===== src/hw/rtl/mkd_pkg.sv =====
// Shared types, constants and the character table of the keying decoder.
`default_nettype none
package mkd_pkg;

    // One classified magnitude as it travels from the front end to the back end.
    typedef struct packed {
        logic [31:0] now_ms;
        logic        raw_key;
    } q_item_t;

    // Request to the shared divider. With by_three set the divisor is ignored
    // and the dividend is divided by three through the reciprocal path.
    typedef struct packed {
        logic        start;
        logic        by_three;
        logic [33:0] dividend;
        logic [31:0] divisor;
    } div_req_t;

    // Answer from the shared divider.
    typedef struct packed {
        logic        busy;
        logic        done;
        logic [33:0] quotient;
    } div_rsp_t;

    localparam logic [15:0] FLOOR_RESET     = 16'd100;
    localparam logic [7:0]  BLANK_RESET     = 8'd6;
    localparam logic [15:0] THRESHOLD_RESET = 16'd100;

    // floor(x / 6) == (x * RECIP6) >> RECIP6_SHIFT for every x below 2^19.
    localparam logic [18:0] RECIP6       = 19'd349526;
    localparam int          RECIP6_SHIFT = 21;

    // floor(x / 3) == (x * 34'h2AAAAAAAB) >> 35 for every x below 2^35. The
    // reciprocal is split into two 17-bit halves, one multiply per cycle.
    localparam logic [16:0] RECIP3_LO   = 17'h0AAAB;
    localparam logic [16:0] RECIP3_HI   = 17'h15555;
    localparam logic [5:0]  RECIP_STEPS = 6'd3;

    localparam logic [31:0] DIV_BY_THREE = 32'd3;
    localparam logic [33:0] SPEED_NUMER  = 34'd1200;
    localparam logic [5:0]  DIV_STEPS    = 6'd34;

    // Speed limits that widen the gap factor, and the gap factors in tenths
    // already multiplied by two (letter gap) and by five (word gap).
    localparam logic [10:0] SPEED_MID  = 11'd30;
    localparam logic [10:0] SPEED_FAST = 11'd35;
    localparam logic [6:0]  LGAP_SLOW  = 7'd20;
    localparam logic [6:0]  LGAP_MID   = 7'd24;
    localparam logic [6:0]  LGAP_FAST  = 7'd30;
    localparam logic [6:0]  WGAP_SLOW  = 7'd50;
    localparam logic [6:0]  WGAP_MID   = 7'd60;
    localparam logic [6:0]  WGAP_FAST  = 7'd75;

    localparam logic [1:0] ELEM_NONE = 2'd0;
    localparam logic [1:0] ELEM_DOT  = 2'd1;
    localparam logic [1:0] ELEM_DASH = 2'd2;

    // Look up a pattern of one to seven elements, dash = 1, first element in
    // the highest used bit. Returns 0 when the pattern is not a character.
    function automatic logic [6:0] morse_ascii(input logic [2:0] len, input logic [6:0] bits);
        logic [6:0] ch;
        ch = 7'd0;
        unique case ({len, bits})
            {3'd2, 7'b0000001}: ch = 7'd65;
            {3'd4, 7'b0001000}: ch = 7'd66;
            {3'd4, 7'b0001010}: ch = 7'd67;
            {3'd3, 7'b0000100}: ch = 7'd68;
            {3'd1, 7'b0000000}: ch = 7'd69;
            {3'd4, 7'b0000010}: ch = 7'd70;
            {3'd3, 7'b0000110}: ch = 7'd71;
            {3'd4, 7'b0000000}: ch = 7'd72;
            {3'd2, 7'b0000000}: ch = 7'd73;
            {3'd4, 7'b0000111}: ch = 7'd74;
            {3'd3, 7'b0000101}: ch = 7'd75;
            {3'd4, 7'b0000100}: ch = 7'd76;
            {3'd2, 7'b0000011}: ch = 7'd77;
            {3'd2, 7'b0000010}: ch = 7'd78;
            {3'd3, 7'b0000111}: ch = 7'd79;
            {3'd4, 7'b0000110}: ch = 7'd80;
            {3'd4, 7'b0001101}: ch = 7'd81;
            {3'd3, 7'b0000010}: ch = 7'd82;
            {3'd3, 7'b0000000}: ch = 7'd83;
            {3'd1, 7'b0000001}: ch = 7'd84;
            {3'd3, 7'b0000001}: ch = 7'd85;
            {3'd4, 7'b0000001}: ch = 7'd86;
            {3'd3, 7'b0000011}: ch = 7'd87;
            {3'd4, 7'b0001001}: ch = 7'd88;
            {3'd4, 7'b0001011}: ch = 7'd89;
            {3'd4, 7'b0001100}: ch = 7'd90;
            {3'd5, 7'b0001111}: ch = 7'd49;
            {3'd5, 7'b0000111}: ch = 7'd50;
            {3'd5, 7'b0000011}: ch = 7'd51;
            {3'd5, 7'b0000001}: ch = 7'd52;
            {3'd5, 7'b0000000}: ch = 7'd53;
            {3'd5, 7'b0010000}: ch = 7'd54;
            {3'd5, 7'b0011000}: ch = 7'd55;
            {3'd5, 7'b0011100}: ch = 7'd56;
            {3'd5, 7'b0011110}: ch = 7'd57;
            {3'd5, 7'b0011111}: ch = 7'd48;
            {3'd6, 7'b0001100}: ch = 7'd63;
            {3'd6, 7'b0010101}: ch = 7'd46;
            {3'd6, 7'b0110011}: ch = 7'd44;
            {3'd6, 7'b0101011}: ch = 7'd33;
            {3'd6, 7'b0011010}: ch = 7'd64;
            {3'd6, 7'b0111000}: ch = 7'd58;
            {3'd6, 7'b0100001}: ch = 7'd45;
            {3'd5, 7'b0010010}: ch = 7'd47;
            {3'd5, 7'b0010110}: ch = 7'd40;
            {3'd6, 7'b0101101}: ch = 7'd41;
            {3'd5, 7'b0001000}: ch = 7'd95;
            {3'd7, 7'b0001001}: ch = 7'd36;
            {3'd6, 7'b0000101}: ch = 7'd62;
            {3'd5, 7'b0001010}: ch = 7'd60;
            {3'd5, 7'b0000010}: ch = 7'd126;
            default:            ch = 7'd0;
        endcase
        return ch;
    endfunction

endpackage
`default_nettype wire


===== src/hw/rtl/mkd_if.sv =====
// Valid/ready channel interfaces for magnitude requests and decoded results.
`default_nettype none
interface mkd_in_if;
    logic        valid;
    logic        ready;
    logic [31:0] now_ms;
    logic [15:0] magnitude;
    modport source (output valid, output now_ms, output magnitude, input ready);
    modport sink   (input valid, input now_ms, input magnitude, output ready);
endinterface

interface mkd_out_if;
    logic        valid;
    logic        ready;
    logic        keyed;
    logic [1:0]  element;
    logic        letter_valid;
    logic [6:0]  letter;
    logic        space_valid;
    logic [10:0] words_per_minute;
    modport source (output valid, output keyed, output element, output letter_valid,
                    output letter, output space_valid, output words_per_minute, input ready);
    modport sink   (input valid, input keyed, input element, input letter_valid,
                    input letter, input space_valid, input words_per_minute, output ready);
endinterface
`default_nettype wire


===== src/hw/rtl/mkd_front.sv =====
// Front end: adaptive threshold and raw key decision for each magnitude.
`default_nettype none
module mkd_front (
    input  wire logic            clk,
    input  wire logic            rst_n,
    mkd_in_if.sink               in_ch,
    input  wire logic [15:0]     magnitude_floor,
    output mkd_pkg::q_item_t     push_item,
    output logic                 push_valid,
    input  wire logic            push_ready
);

    localparam logic [1:0] F_IDLE = 2'd0;
    localparam logic [1:0] F_MUL  = 2'd1;
    localparam logic [1:0] F_PUSH = 2'd2;

    logic [1:0]  state_reg, state_next;
    logic [15:0] thr_reg, thr_next;
    logic [31:0] now_reg, now_next;
    logic [15:0] mag_reg, mag_next;
    logic [37:0] prod_reg, prod_next;
    logic [18:0] sum;
    logic [15:0] quot, thr_upd, thr_new;
    logic        raw_key;

    assign sum     = 19'({thr_reg, 2'b00}) + 19'(thr_reg) + 19'(mag_reg);
    assign quot    = prod_reg[mkd_pkg::RECIP6_SHIFT +: 16];
    assign thr_upd = (mag_reg > magnitude_floor) ? quot : thr_reg;
    assign thr_new = (thr_upd < magnitude_floor) ? magnitude_floor : thr_upd;
    assign raw_key = (20'(mag_reg) * 20'd10) > (20'(thr_new) * 20'd6);

    assign in_ch.ready       = (state_reg == F_IDLE);
    assign push_valid        = (state_reg == F_PUSH);
    assign push_item.now_ms  = now_reg;
    assign push_item.raw_key = raw_key;

    always_comb
    begin
        state_next = state_reg;
        thr_next   = thr_reg;
        now_next   = now_reg;
        mag_next   = mag_reg;
        prod_next  = prod_reg;
        unique case (state_reg)
            F_IDLE:
            begin
                if (in_ch.valid)
                begin
                    now_next   = in_ch.now_ms;
                    mag_next   = in_ch.magnitude;
                    state_next = F_MUL;
                end
            end
            F_MUL:
            begin
                prod_next  = 38'(sum) * 38'(mkd_pkg::RECIP6);
                state_next = F_PUSH;
            end
            F_PUSH:
            begin
                if (push_ready)
                begin
                    thr_next   = thr_new;
                    state_next = F_IDLE;
                end
            end
            default: state_next = F_IDLE;
        endcase
    end

    always_ff @(posedge clk or negedge rst_n)
    begin
        if (!rst_n)
        begin
            state_reg <= F_IDLE;
            thr_reg   <= mkd_pkg::THRESHOLD_RESET;
        end
        else
        begin
            state_reg <= state_next;
            thr_reg   <= thr_next;
        end
    end

    always_ff @(posedge clk)
    begin
        now_reg  <= now_next;
        mag_reg  <= mag_next;
        prod_reg <= prod_next;
    end

endmodule
`default_nettype wire


===== src/hw/rtl/mkd_queue.sv =====
// Two-entry queue between the front end and the back end.
`default_nettype none
module mkd_queue (
    input  wire logic             clk,
    input  wire logic             rst_n,
    input  mkd_pkg::q_item_t      push_item,
    input  wire logic             push_valid,
    output logic                  push_ready,
    output mkd_pkg::q_item_t      pop_item,
    output logic                  pop_valid,
    input  wire logic             pop_ready
);

    mkd_pkg::q_item_t entry_reg [2];
    logic       wr_ptr_reg, wr_ptr_next;
    logic       rd_ptr_reg, rd_ptr_next;
    logic [1:0] count_reg, count_next;
    logic       do_push, do_pop;

    assign push_ready = (count_reg != 2'd2);
    assign pop_valid  = (count_reg != 2'd0);
    assign pop_item   = entry_reg[rd_ptr_reg];
    assign do_push    = push_valid && push_ready;
    assign do_pop     = pop_valid && pop_ready;

    always_comb
    begin
        wr_ptr_next = do_push ? ~wr_ptr_reg : wr_ptr_reg;
        rd_ptr_next = do_pop  ? ~rd_ptr_reg : rd_ptr_reg;
        count_next  = count_reg + 2'(do_push) - 2'(do_pop);
    end

    always_ff @(posedge clk or negedge rst_n)
    begin
        if (!rst_n)
        begin
            wr_ptr_reg <= 1'b0;
            rd_ptr_reg <= 1'b0;
            count_reg  <= 2'd0;
        end
        else
        begin
            wr_ptr_reg <= wr_ptr_next;
            rd_ptr_reg <= rd_ptr_next;
            count_reg  <= count_next;
        end
    end

    always_ff @(posedge clk)
    begin
        if (do_push)
        begin
            entry_reg[wr_ptr_reg] <= push_item;
        end
    end

endmodule
`default_nettype wire


===== src/hw/rtl/mkd_div.sv =====
// Shared divider: restoring, one quotient bit per cycle, with a short reciprocal path for thirds.
`default_nettype none
module mkd_div (
    input  wire logic             clk,
    input  wire logic             rst_n,
    input  mkd_pkg::div_req_t     req,
    output mkd_pkg::div_rsp_t     rsp
);

    logic        busy_reg, busy_next;
    logic        done_reg, done_next;
    logic [5:0]  cnt_reg, cnt_next;
    logic [31:0] rem_reg, rem_next;
    logic [33:0] quo_reg, quo_next;
    logic [31:0] dsr_reg, dsr_next;
    logic        recip_reg, recip_next;
    logic [50:0] plo_reg, plo_next;
    logic [50:0] phi_reg, phi_next;
    logic [32:0] rem_sh;
    logic        fits;
    logic [67:0] prod_sum;

    assign rem_sh = {rem_reg, quo_reg[33]};
    assign fits   = rem_sh >= {1'b0, dsr_reg};

    // Full product of the dividend and the reciprocal of three.
    assign prod_sum = {phi_reg, 17'd0} + 68'(plo_reg);

    assign rsp.busy     = busy_reg;
    assign rsp.done     = done_reg;
    assign rsp.quotient = quo_reg;

    always_comb
    begin
        busy_next  = busy_reg;
        done_next  = 1'b0;
        cnt_next   = cnt_reg;
        rem_next   = rem_reg;
        quo_next   = quo_reg;
        dsr_next   = dsr_reg;
        recip_next = recip_reg;
        plo_next   = plo_reg;
        phi_next   = phi_reg;
        if (busy_reg)
        begin
            if (recip_reg)
            begin
                if (cnt_reg == 6'd3)
                begin
                    plo_next = 51'(quo_reg) * 51'(mkd_pkg::RECIP3_LO);
                end
                else if (cnt_reg == 6'd2)
                begin
                    phi_next = 51'(quo_reg) * 51'(mkd_pkg::RECIP3_HI);
                end
                else
                begin
                    quo_next = 34'(prod_sum[67:35]);
                end
            end
            else
            begin
                rem_next = fits ? 32'(rem_sh - {1'b0, dsr_reg}) : rem_sh[31:0];
                quo_next = {quo_reg[32:0], fits};
            end
            cnt_next = cnt_reg - 6'd1;
            if (cnt_reg == 6'd1)
            begin
                busy_next = 1'b0;
                done_next = 1'b1;
            end
        end
        else if (req.start)
        begin
            busy_next  = 1'b1;
            recip_next = req.by_three;
            cnt_next   = req.by_three ? mkd_pkg::RECIP_STEPS : mkd_pkg::DIV_STEPS;
            rem_next   = 32'd0;
            quo_next   = req.dividend;
            dsr_next   = req.divisor;
        end
    end

    always_ff @(posedge clk or negedge rst_n)
    begin
        if (!rst_n)
        begin
            busy_reg <= 1'b0;
            done_reg <= 1'b0;
            cnt_reg  <= 6'd0;
        end
        else
        begin
            busy_reg <= busy_next;
            done_reg <= done_next;
            cnt_reg  <= cnt_next;
        end
    end

    always_ff @(posedge clk)
    begin
        rem_reg   <= rem_next;
        quo_reg   <= quo_next;
        dsr_reg   <= dsr_next;
        recip_reg <= recip_next;
        plo_reg   <= plo_next;
        phi_reg   <= phi_next;
    end

endmodule
`default_nettype wire


===== src/hw/rtl/mkd_back.sv =====
// Back end: noise blanker, timing, element sorting, speed and character decode.
`default_nettype none
module mkd_back #(
    parameter int MAX_ELEMENTS = 7
) (
    input  wire logic             clk,
    input  wire logic             rst_n,
    input  mkd_pkg::q_item_t      pop_item,
    input  wire logic             pop_valid,
    output logic                  pop_ready,
    input  wire logic [7:0]       blank_ms,
    output mkd_pkg::div_req_t     div_req,
    input  mkd_pkg::div_rsp_t     div_rsp,
    mkd_out_if.source             out_ch
);

    localparam int LW = $clog2(MAX_ELEMENTS + 1);

    localparam logic [3:0] B_IDLE   = 4'd0;
    localparam logic [3:0] B_KEY    = 4'd1;
    localparam logic [3:0] B_AVG1   = 4'd2;
    localparam logic [3:0] B_AVGDIV = 4'd3;
    localparam logic [3:0] B_AVG2   = 4'd4;
    localparam logic [3:0] B_CLS    = 4'd5;
    localparam logic [3:0] B_THIRD  = 4'd6;
    localparam logic [3:0] B_SPD    = 4'd7;
    localparam logic [3:0] B_GAP    = 4'd8;

    logic [3:0]              state_reg, state_next;
    logic [31:0]             now_reg, now_next;
    logic                    raw_reg, raw_next;
    logic                    raw_before_reg, raw_before_next;
    logic                    clean_reg, clean_next;
    logic                    clean_before_reg, clean_before_next;
    logic [31:0]             rct_reg, rct_next;
    logic [31:0]             high_start_reg, high_start_next;
    logic [31:0]             low_start_reg, low_start_next;
    logic [31:0]             high_len_reg, high_len_next;
    logic [31:0]             low_len_reg, low_len_next;
    logic [31:0]             dit_avg_reg, dit_avg_next;
    logic [31:0]             avg_work_reg, avg_work_next;
    logic [10:0]             speed_reg, speed_next;
    logic [MAX_ELEMENTS-1:0] pat_bits_reg, pat_bits_next;
    logic [LW-1:0]           pat_len_reg, pat_len_next;
    logic                    pat_ovf_reg, pat_ovf_next;
    logic                    tmo_done_reg, tmo_done_next;
    logic                    last_space_reg, last_space_next;
    logic [1:0]              element_reg, element_next;

    logic                    out_valid_reg, out_valid_next;
    logic                    out_keyed_reg, out_keyed_next;
    logic [1:0]              out_element_reg, out_element_next;
    logic                    out_lv_reg, out_lv_next;
    logic [6:0]              out_letter_reg, out_letter_next;
    logic                    out_sv_reg, out_sv_next;
    logic [10:0]             out_wpm_reg, out_wpm_next;

    logic        out_free;
    logic [31:0] rct_now;
    logic        clean_now;
    logic [32:0] hl_sat_sum;
    logic [6:0]  lgap, wgap;
    logic [39:0] ll10, lgap_lim, wgap_lim;
    logic        gap_mid, gap_word, tmo_hit, do_decode, found_ok;
    logic [15:0] pat16;
    logic [6:0]  found;
    logic        dash_adds;

    assign out_free  = !out_valid_reg || out_ch.ready;
    assign pop_ready = (state_reg == B_IDLE);

    // Blanker: a raw change restarts the hold timer.
    assign rct_now   = (raw_reg != raw_before_reg) ? now_reg : rct_reg;
    assign clean_now = ((now_reg - rct_now) > 32'(blank_ms)) ? raw_reg : clean_reg;

    assign hl_sat_sum = 33'(high_len_reg) + 33'(avg_work_reg);

    // Gap factors depend on the speed already updated for this request.
    assign lgap = (speed_reg > mkd_pkg::SPEED_FAST) ? mkd_pkg::LGAP_FAST :
                  (speed_reg > mkd_pkg::SPEED_MID)  ? mkd_pkg::LGAP_MID  : mkd_pkg::LGAP_SLOW;
    assign wgap = (speed_reg > mkd_pkg::SPEED_FAST) ? mkd_pkg::WGAP_FAST :
                  (speed_reg > mkd_pkg::SPEED_MID)  ? mkd_pkg::WGAP_MID  : mkd_pkg::WGAP_SLOW;
    assign ll10     = 40'(low_len_reg) * 40'd10;
    assign lgap_lim = 40'(dit_avg_reg) * 40'(lgap);
    assign wgap_lim = 40'(dit_avg_reg) * 40'(wgap);
    assign gap_mid  = clean_reg && (ll10 > lgap_lim) && (ll10 < wgap_lim);
    assign gap_word = clean_reg && (ll10 >= wgap_lim);
    assign tmo_hit  = ({3'b000, now_reg - low_start_reg} > (35'(high_len_reg) * 35'd6))
                      && !tmo_done_reg;
    assign do_decode = gap_mid || gap_word || tmo_hit;

    // A request decodes at most once, and that decode clears the pattern.
    assign pat16    = 16'(pat_bits_reg);
    assign found_ok = !pat_ovf_reg && (pat_len_reg != '0) && (5'(pat_len_reg) <= 5'd7);
    assign found    = found_ok ? mkd_pkg::morse_ascii(3'(pat_len_reg), pat16[6:0]) : 7'd0;

    assign dash_adds = pat_len_reg < LW'(MAX_ELEMENTS);

    assign out_ch.valid            = out_valid_reg;
    assign out_ch.keyed            = out_keyed_reg;
    assign out_ch.element          = out_element_reg;
    assign out_ch.letter_valid     = out_lv_reg;
    assign out_ch.letter           = out_letter_reg;
    assign out_ch.space_valid      = out_sv_reg;
    assign out_ch.words_per_minute = out_wpm_reg;

    always_comb
    begin
        state_next        = state_reg;
        now_next          = now_reg;
        raw_next          = raw_reg;
        raw_before_next   = raw_before_reg;
        clean_next        = clean_reg;
        clean_before_next = clean_before_reg;
        rct_next          = rct_reg;
        high_start_next   = high_start_reg;
        low_start_next    = low_start_reg;
        high_len_next     = high_len_reg;
        low_len_next      = low_len_reg;
        dit_avg_next      = dit_avg_reg;
        avg_work_next     = avg_work_reg;
        speed_next        = speed_reg;
        pat_bits_next     = pat_bits_reg;
        pat_len_next      = pat_len_reg;
        pat_ovf_next      = pat_ovf_reg;
        tmo_done_next     = tmo_done_reg;
        last_space_next   = last_space_reg;
        element_next      = element_reg;
        out_valid_next    = out_ch.ready ? 1'b0 : out_valid_reg;
        out_keyed_next    = out_keyed_reg;
        out_element_next  = out_element_reg;
        out_lv_next       = out_lv_reg;
        out_letter_next   = out_letter_reg;
        out_sv_next       = out_sv_reg;
        out_wpm_next      = out_wpm_reg;
        div_req.start     = 1'b0;
        div_req.by_three  = 1'b0;
        div_req.dividend  = 34'(high_len_reg);
        div_req.divisor   = mkd_pkg::DIV_BY_THREE;

        unique case (state_reg)
            B_IDLE:
            begin
                if (pop_valid)
                begin
                    now_next     = pop_item.now_ms;
                    raw_next     = pop_item.raw_key;
                    element_next = mkd_pkg::ELEM_NONE;
                    state_next   = B_KEY;
                end
            end
            B_KEY:
            begin
                rct_next          = rct_now;
                clean_next        = clean_now;
                raw_before_next   = raw_reg;
                clean_before_next = clean_now;
                state_next        = B_GAP;
                if (clean_now != clean_before_reg)
                begin
                    tmo_done_next = 1'b0;
                    if (clean_now)
                    begin
                        high_start_next = now_reg;
                        low_len_next    = now_reg - low_start_reg;
                    end
                    else
                    begin
                        low_start_next = now_reg;
                        high_len_next  = now_reg - high_start_reg;
                        state_next     = B_AVG1;
                    end
                end
            end
            B_AVG1:
            begin
                if ((33'(high_len_reg) < {dit_avg_reg, 1'b0}) || (dit_avg_reg == 32'd0))
                begin
                    div_req.start    = 1'b1;
                    div_req.by_three = 1'b1;
                    div_req.dividend = 34'(high_len_reg) + 34'({dit_avg_reg, 1'b0});
                    state_next       = B_AVGDIV;
                end
                else
                begin
                    avg_work_next = dit_avg_reg;
                    state_next    = B_AVG2;
                end
            end
            B_AVGDIV:
            begin
                if (div_rsp.done)
                begin
                    avg_work_next = div_rsp.quotient[31:0];
                    state_next    = B_AVG2;
                end
            end
            B_AVG2:
            begin
                if (35'(high_len_reg) > (35'(avg_work_reg) * 35'd5))
                begin
                    dit_avg_next = hl_sat_sum[32] ? '1 : hl_sat_sum[31:0];
                end
                else
                begin
                    dit_avg_next = avg_work_reg;
                end
                state_next = B_CLS;
            end
            B_CLS:
            begin
                state_next = B_GAP;
                if ((33'(high_len_reg) < {dit_avg_reg, 1'b0}) &&
                    ((36'(high_len_reg) * 36'd10) > (36'(dit_avg_reg) * 36'd6)))
                begin
                    element_next = mkd_pkg::ELEM_DOT;
                    if (dash_adds)
                    begin
                        pat_bits_next = {pat_bits_reg[MAX_ELEMENTS-2:0], 1'b0};
                        pat_len_next  = pat_len_reg + LW'(1);
                    end
                    else
                    begin
                        pat_ovf_next = 1'b1;
                    end
                end
                else if ((33'(high_len_reg) > {dit_avg_reg, 1'b0}) &&
                         (35'(high_len_reg) < (35'(dit_avg_reg) * 35'd6)))
                begin
                    element_next     = mkd_pkg::ELEM_DASH;
                    div_req.start    = 1'b1;
                    div_req.by_three = 1'b1;
                    state_next       = B_THIRD;
                    if (dash_adds)
                    begin
                        pat_bits_next = {pat_bits_reg[MAX_ELEMENTS-2:0], 1'b1};
                        pat_len_next  = pat_len_reg + LW'(1);
                    end
                    else
                    begin
                        pat_ovf_next = 1'b1;
                    end
                end
            end
            B_THIRD:
            begin
                if (div_rsp.done)
                begin
                    if (div_rsp.quotient != 34'd0)
                    begin
                        div_req.start    = 1'b1;
                        div_req.dividend = mkd_pkg::SPEED_NUMER;
                        div_req.divisor  = div_rsp.quotient[31:0];
                        state_next       = B_SPD;
                    end
                    else
                    begin
                        state_next = B_GAP;
                    end
                end
            end
            B_SPD:
            begin
                if (div_rsp.done)
                begin
                    speed_next = 11'((12'(speed_reg) + 12'(div_rsp.quotient[10:0])) >> 1);
                    state_next = B_GAP;
                end
            end
            B_GAP:
            begin
                if (out_free)
                begin
                    if (do_decode)
                    begin
                        pat_bits_next = '0;
                        pat_len_next  = '0;
                        pat_ovf_next  = 1'b0;
                    end
                    if (tmo_hit)
                    begin
                        tmo_done_next = 1'b1;
                    end
                    if (gap_word)
                    begin
                        last_space_next = 1'b1;
                    end
                    else if (do_decode && (found != 7'd0))
                    begin
                        last_space_next = 1'b0;
                    end
                    out_valid_next   = 1'b1;
                    out_keyed_next   = clean_reg;
                    out_element_next = element_reg;
                    out_lv_next      = do_decode && (found != 7'd0);
                    out_letter_next  = do_decode ? found : 7'd0;
                    out_sv_next      = gap_word && !(last_space_reg && (found == 7'd0));
                    out_wpm_next     = speed_reg;
                    state_next       = B_IDLE;
                end
            end
            default: state_next = B_IDLE;
        endcase
    end

    always_ff @(posedge clk or negedge rst_n)
    begin
        if (!rst_n)
        begin
            state_reg        <= B_IDLE;
            raw_before_reg   <= 1'b0;
            clean_reg        <= 1'b0;
            clean_before_reg <= 1'b0;
            rct_reg          <= 32'd0;
            high_start_reg   <= 32'd0;
            low_start_reg    <= 32'd0;
            high_len_reg     <= 32'd0;
            low_len_reg      <= 32'd0;
            dit_avg_reg      <= 32'd0;
            speed_reg        <= 11'd0;
            pat_bits_reg     <= '0;
            pat_len_reg      <= '0;
            pat_ovf_reg      <= 1'b0;
            tmo_done_reg     <= 1'b0;
            last_space_reg   <= 1'b0;
            out_valid_reg    <= 1'b0;
        end
        else
        begin
            state_reg        <= state_next;
            raw_before_reg   <= raw_before_next;
            clean_reg        <= clean_next;
            clean_before_reg <= clean_before_next;
            rct_reg          <= rct_next;
            high_start_reg   <= high_start_next;
            low_start_reg    <= low_start_next;
            high_len_reg     <= high_len_next;
            low_len_reg      <= low_len_next;
            dit_avg_reg      <= dit_avg_next;
            speed_reg        <= speed_next;
            pat_bits_reg     <= pat_bits_next;
            pat_len_reg      <= pat_len_next;
            pat_ovf_reg      <= pat_ovf_next;
            tmo_done_reg     <= tmo_done_next;
            last_space_reg   <= last_space_next;
            out_valid_reg    <= out_valid_next;
        end
    end

    always_ff @(posedge clk)
    begin
        now_reg         <= now_next;
        raw_reg         <= raw_next;
        avg_work_reg    <= avg_work_next;
        element_reg     <= element_next;
        out_keyed_reg   <= out_keyed_next;
        out_element_reg <= out_element_next;
        out_lv_reg      <= out_lv_next;
        out_letter_reg  <= out_letter_next;
        out_sv_reg      <= out_sv_next;
        out_wpm_reg     <= out_wpm_next;
    end

endmodule
`default_nettype wire


===== src/hw/rtl/morse_keying_decoder.sv =====
// Top level of the adaptive Morse keying decoder.
//
//   Channel   Direction  Payload
//   in_ch     sink       now_ms[31:0], magnitude[15:0]
//   out_ch    source     keyed, element[1:0], letter_valid, letter[6:0],
//                        space_valid, words_per_minute[10:0]
//   cfg       write      cfg_we, cfg_index (0 floor, 1 blank time), cfg_data[15:0]
//
// The front end takes a request in its idle state, multiplies the threshold sum by
// the reciprocal of six to divide it by six, and pushes the result; it takes no new
// request until that push is taken. The back end takes a request, updates the
// blanker and key timing, then checks the gap and writes the result. A falling edge
// adds the dit average update, rebuilt through the reciprocal divide by three when needed,
// and element sorting; a dash adds a divide by three and a serial division of 1200.
// Reset is asynchronous and active low and leaves the block ready at once.
// A two-entry queue lets the front end keep accepting while the back end or the
// result register waits; a full result register only stalls the back end.
`default_nettype none
module morse_keying_decoder #(
    parameter int MAX_ELEMENTS = 7
) (
    input  wire logic        clk,
    input  wire logic        rst_n,
    mkd_in_if.sink           in_ch,
    mkd_out_if.source        out_ch,
    input  wire logic        cfg_we,
    input  wire logic        cfg_index,
    input  wire logic [15:0] cfg_data
);

    localparam logic REG_FLOOR = 1'b0;
    localparam logic REG_BLANK = 1'b1;

    logic [15:0] floor_reg, floor_next;
    logic [7:0]  blank_reg, blank_next;

    mkd_pkg::q_item_t  push_item, pop_item;
    logic              push_valid, push_ready, pop_valid, pop_ready;
    mkd_pkg::div_req_t div_req;
    mkd_pkg::div_rsp_t div_rsp;

    // Configuration writes land in plain registers; both are read by the datapath
    // during a request, so the user must write them only while idle; it is not enforced.
    always_comb
    begin
        floor_next = floor_reg;
        blank_next = blank_reg;
        if (cfg_we)
        begin
            unique case (cfg_index)
                REG_FLOOR: floor_next = cfg_data;
                REG_BLANK: blank_next = cfg_data[7:0];
                default:   floor_next = floor_reg;
            endcase
        end
    end

    always_ff @(posedge clk or negedge rst_n)
    begin
        if (!rst_n)
        begin
            floor_reg <= mkd_pkg::FLOOR_RESET;
            blank_reg <= mkd_pkg::BLANK_RESET;
        end
        else
        begin
            floor_reg <= floor_next;
            blank_reg <= blank_next;
        end
    end

    // Front end: threshold tracking and raw key decision.
    mkd_front u_front (
        .clk             (clk),
        .rst_n           (rst_n),
        .in_ch           (in_ch),
        .magnitude_floor (floor_reg),
        .push_item       (push_item),
        .push_valid      (push_valid),
        .push_ready      (push_ready)
    );

    mkd_queue u_queue (
        .clk        (clk),
        .rst_n      (rst_n),
        .push_item  (push_item),
        .push_valid (push_valid),
        .push_ready (push_ready),
        .pop_item   (pop_item),
        .pop_valid  (pop_valid),
        .pop_ready  (pop_ready)
    );

    // Back end: blanker, timing, element sorting and character decode.
    mkd_back #(
        .MAX_ELEMENTS (MAX_ELEMENTS)
    ) u_back (
        .clk       (clk),
        .rst_n     (rst_n),
        .pop_item  (pop_item),
        .pop_valid (pop_valid),
        .pop_ready (pop_ready),
        .blank_ms  (blank_reg),
        .div_req   (div_req),
        .div_rsp   (div_rsp),
        .out_ch    (out_ch)
    );

    mkd_div u_div (
        .clk   (clk),
        .rst_n (rst_n),
        .req   (div_req),
        .rsp   (div_rsp)
    );

endmodule
`default_nettype wire

===== src/flat_wrapper.sv =====
// flat-port wrapper written by rule: the top's interface ports become plain ports
module morse_keying_decoder_flat 
#(
    parameter int MAX_ELEMENTS = 7
)
  (clk, rst_n, cfg_we, cfg_index, cfg_data, in_ch_valid, in_ch_now_ms, in_ch_magnitude, in_ch_ready, out_ch_valid, out_ch_keyed, out_ch_element, out_ch_letter_valid, out_ch_letter, out_ch_space_valid, out_ch_words_per_minute, out_ch_ready);
  mkd_in_if in_ch_i ();
  mkd_out_if out_ch_i ();
  input  wire logic clk;
  input  wire logic rst_n;
  input  wire logic cfg_we;
  input  wire logic cfg_index;
  input  wire logic [15:0] cfg_data;
  input wire logic [$bits(in_ch_i.valid)-1:0] in_ch_valid;
  input wire logic [$bits(in_ch_i.now_ms)-1:0] in_ch_now_ms;
  input wire logic [$bits(in_ch_i.magnitude)-1:0] in_ch_magnitude;
  output wire logic [$bits(in_ch_i.ready)-1:0] in_ch_ready;
  output wire logic [$bits(out_ch_i.valid)-1:0] out_ch_valid;
  output wire logic [$bits(out_ch_i.keyed)-1:0] out_ch_keyed;
  output wire logic [$bits(out_ch_i.element)-1:0] out_ch_element;
  output wire logic [$bits(out_ch_i.letter_valid)-1:0] out_ch_letter_valid;
  output wire logic [$bits(out_ch_i.letter)-1:0] out_ch_letter;
  output wire logic [$bits(out_ch_i.space_valid)-1:0] out_ch_space_valid;
  output wire logic [$bits(out_ch_i.words_per_minute)-1:0] out_ch_words_per_minute;
  input wire logic [$bits(out_ch_i.ready)-1:0] out_ch_ready;
  assign in_ch_i.valid = in_ch_valid;
  assign in_ch_i.now_ms = in_ch_now_ms;
  assign in_ch_i.magnitude = in_ch_magnitude;
  assign in_ch_ready = in_ch_i.ready;
  assign out_ch_valid = out_ch_i.valid;
  assign out_ch_keyed = out_ch_i.keyed;
  assign out_ch_element = out_ch_i.element;
  assign out_ch_letter_valid = out_ch_i.letter_valid;
  assign out_ch_letter = out_ch_i.letter;
  assign out_ch_space_valid = out_ch_i.space_valid;
  assign out_ch_words_per_minute = out_ch_i.words_per_minute;
  assign out_ch_i.ready = out_ch_ready;
  morse_keying_decoder #(.MAX_ELEMENTS(MAX_ELEMENTS)) u_core (.clk(clk), .rst_n(rst_n), .in_ch(in_ch_i), .out_ch(out_ch_i), .cfg_we(cfg_we), .cfg_index(cfg_index), .cfg_data(cfg_data));
endmodule

===== config.mk =====
export PLATFORM = sky130hd
export DESIGN_NAME = morse_keying_decoder_flat
export DESIGN_NICKNAME = d
export VERILOG_FILES = /design/src/hw/rtl/mkd_pkg.sv /design/src/hw/rtl/mkd_if.sv /design/src/hw/rtl/mkd_front.sv /design/src/hw/rtl/mkd_queue.sv /design/src/hw/rtl/mkd_div.sv /design/src/hw/rtl/mkd_back.sv /design/src/hw/rtl/morse_keying_decoder.sv /design/src/flat_wrapper.sv
export SDC_FILE = /design/constraint.sdc
export NUM_CORES = 2
export LEC_CHECK = 0
export BUFFER_PORTS_ARGS = -buffer_cell sky130_fd_sc_hd__buf_2
export CAP_MARGIN = 20
export CORE_AREA = 2 2 387 485
export DETAILED_ROUTE_END_ITERATION = 16
export DIE_AREA = 0 0 389 487
export GPL_TIMING_DRIVEN = 0
export PLACE_DENSITY_LB_ADDON = 0.3
export SETUP_SLACK_MARGIN = 0.4
export SKIP_LAST_GASP = 1
export SYNTH_ARGS = -nofsm -noshare
export SYNTH_HDL_FRONTEND = slang
export SYNTH_HIERARCHICAL = 1
export SYNTH_SLANG_ARGS = --single-unit

===== constraint.sdc =====
create_clock -name clk -period 12.1 [get_ports clk]
set_input_delay 0.605 -clock clk [delete_from_list [all_inputs] [get_ports clk]]
set_output_delay 0.605 -clock clk [all_outputs]
set_load 0.02 [all_outputs]

==> summary.md <==
| Metric | Value |
|---|---|
| Run status | `complete, no violations` |
| Remaining design rule violation count | `0` |
| Final Wtd Congestion | `1.005` |
| Die Outline Area | `0.1894 mm²` |
| Core region area | `0.1851 mm²` |
| Cells on Worst Hold Path | `1` |
| Slowest stage cell on the critical path | `sky130_fd_sc_hd__clkbuf_1` |
| 1st-iter DRT viols | `5483` |
| Area growth from synthesis to final layout | `7.887%` |
| Maximum count of clock buffers along a single path | `3` |
| Mean routed wirelength per cell | `21.72 µm` |
| Aggregate global-route resource usage | `27.51%` |
| Aggregate global routing overflow | `0` |
| Clock tree root driver cell | `sky130_fd_sc_hd__clkbuf_16` |
| Port buffer count | `94` |
| Final clock period utilization by the worst path | `92.42%` |
| Syn Inst Count | `9327` |
| Kind of start point of the critical path | `register` |
| Relative max-transition margin | `16.71%` |
| Antenna-violating nets left | `0` |
| Number of global-route vias before repair | `71403` |
| Unrepaired setup endpoints after global routing | `false` |
| TritonCTS Buffers | `79` |
| Crit path required time | `12.62 ns` |
| Largest register FFs | `66` |
| Pins over their slew limit | `0` |
| Insertion delay to the later sink of the worst-skew pair | `0.73 ns` |
| Hold path endpoint | `u_core/u_front/now_reg[25]` |
| Register-to-register setup slack | `0.92 ns` |
| Standard cell area after detailed placement | `0.09043 mm²` |
| Clock transition at the register clock pins on the worst setup and hold paths after CTS | `0.06 ns` |
| Layout cells sized above 1 | `5.881%` |
| Layout Cell Area excl Fill | `0.09338 mm²` |
| Netlist Area Pre-Place | `0.08655 mm²` |
| Sort of element at the end of the critical path | `register` |
| Total Nets Final | `11646` |
| Drt total wl | `261200 µm` |
| Via-to-Cell Ratio | `5.864` |
| Peak fanout along the critical path | `10` |
| Number of top-level pins | `95` |
| End of the worst register-to-register path | `u_core/u_back/out_ch.letter[0]` |
| Worst setup path class | `register to register` |
| Hold Path Class | `input port to register` |
| Clock skew after layout | `0.07101 ns` |
| Height of the die | `487 µm` |
| Launch point of the worst reg-to-reg path | `u_core/u_back/speed_reg[9]` |
| Number of optimization iterations in the first detailed-route pass | `8` |
| Setup Viol. Count Final | `0` |
| CTS HTree Levels | `3` |
| Crit path time final | `11.18 ns` |
| Upper clock frequency limit | `0.08943 GHz` |
| Die X | `389 µm` |
| Mapped Nets | `11432` |
| Via total after detailed routing | `70518` |
| Number of hold-slack violations in the final timing report | `0` |
| Synth warn | `6` |
| Count of buffers added by post-CTS timing repair for setup | `0` |
| Starting density of the core | `46.75%` |
| Largest net degree at the start of global routing | `125` |
| Max-cap check violation count | `0` |
| Initial antenna violation count | `6` |
| Critical path data arrival time | `11.70 ns` |
| Wire length of the first global-routing pass | `405900 µm` |
| Transition at the pin with the smallest max-transition slack | `1.249 ns` |
| Startpoint of the worst hold path | `in_ch_now_ms[25]` |
| Clock tree from TritonCTS | `built` |
| Worst R2R Path Depth | `38` |
| Most common cell type on the critical path | `sky130_fd_sc_hd__a21oi_1` |
| Mean area per synthesized cell | `9.280 µm²` |
| Number of rows in the core area | `177` |
| TritonCTS Sinks | `680` |
| Placed wire-length estimate after detailed placement | `213100 µm` |
| Fillers | `17151` |
| Slowest cell delay on critical path | `0.60 ns` |
## layout by cell type, fill, tap and decap left out, types with 269 or more instances in the layout
cell type                     n
sky130_fd_sc_hd__nand2_1    583
sky130_fd_sc_hd__nor2_1     552
sky130_fd_sc_hd__fa_1       604
sky130_fd_sc_hd__xnor2_1    317
sky130_fd_sc_hd__o21ai_0    472
sky130_fd_sc_hd__a21oi_1    627
sky130_fd_sc_hd__a21o_1     316
sky130_fd_sc_hd__dfrtp_1    269
sky130_fd_sc_hd__inv_1     1350
sky130_fd_sc_hd__ha_1      1431
sky130_fd_sc_hd__edfxtp_1   403
## metrics by stage
step	hold WS, ns	TNS [ns]	worst slack [ns]	cells	util, %
after global placement	0.4088	-0.1036	-0.1036	11837	48.64
after detailed placement	0.4054	0	0.7476	11856	48.84
final	0.05401	0	0.9176	12026	50.44
after floorplan	0.3094	0	3.282	9327	-
after CTS	0.0008024	0	0.6586	12024	50.43
after global routing	0.03372	0	0.4483	12025	50.44
## how the worst max path moves through the flow
stage                               startpoint                              to  slack [ns]  cells past startpoint
floorplan           u_core/u_back/speed_reg[9]    u_core/u_back/pat_len_reg[0]        3.28                     38
global placement    u_core/u_back/speed_reg[9]  u_core/u_back/out_ch.letter[0]       -0.10                     38
detailed placement  u_core/u_back/speed_reg[9]  u_core/u_back/out_ch.letter[0]        0.75                     38
CTS                 u_core/u_back/speed_reg[9]  u_core/u_back/out_ch.letter[0]        0.66                     38
global route        u_core/u_back/speed_reg[9]  u_core/u_back/out_ch.letter[0]        0.45                     38
finish              u_core/u_back/speed_reg[9]  u_core/u_back/out_ch.letter[0]        0.92                     38
## layout make-up
cell class                 count  area (µm²)  area share [%]
clock buffer                  95        2077           2.224
clock inverter                53       670.6          0.7182
antenna                        2       5.005        0.005360
buffer                       226       920.9          0.9862
tap                         2416        3023           3.237
timing repair buffer         133       998.5           1.069
multi-input combinational   7070       61570           65.94
sequential                   680       19040           20.39
inverter                    1351        5071           5.431
## per-layer routing
metal  global-route usage [%]  vias to the layer above  wire (µm)
met5                        0                        -         24
met4                    12.82                        4      13710
met3                    3.344                      578      15930
met2                    46.93                     2327     123700
met1                    34.69                    34545     107800
li1                         -                    33064          -
## critical path, delay by kind of cell, from the launching register on
family | cells | cell delay, ns
compound gates | 17 | 4.25
buf+inv | 5 | 1.50
flops | 1 | 0.42
fa+ha+maj | 6 | 2.43
xor+xnor | 1 | 0.27
simple gates | 9 | 2.11
## repair_timing
action	in CTS	in global routing
endpoints found under the hold margin	78	0
hold buffers	20	0
setup endpoints to repair	0	5
resized for setup	0	2
Power is not shown: default switching activity piles up to over one toggle a cycle in this logic, so the estimate is an artifact.
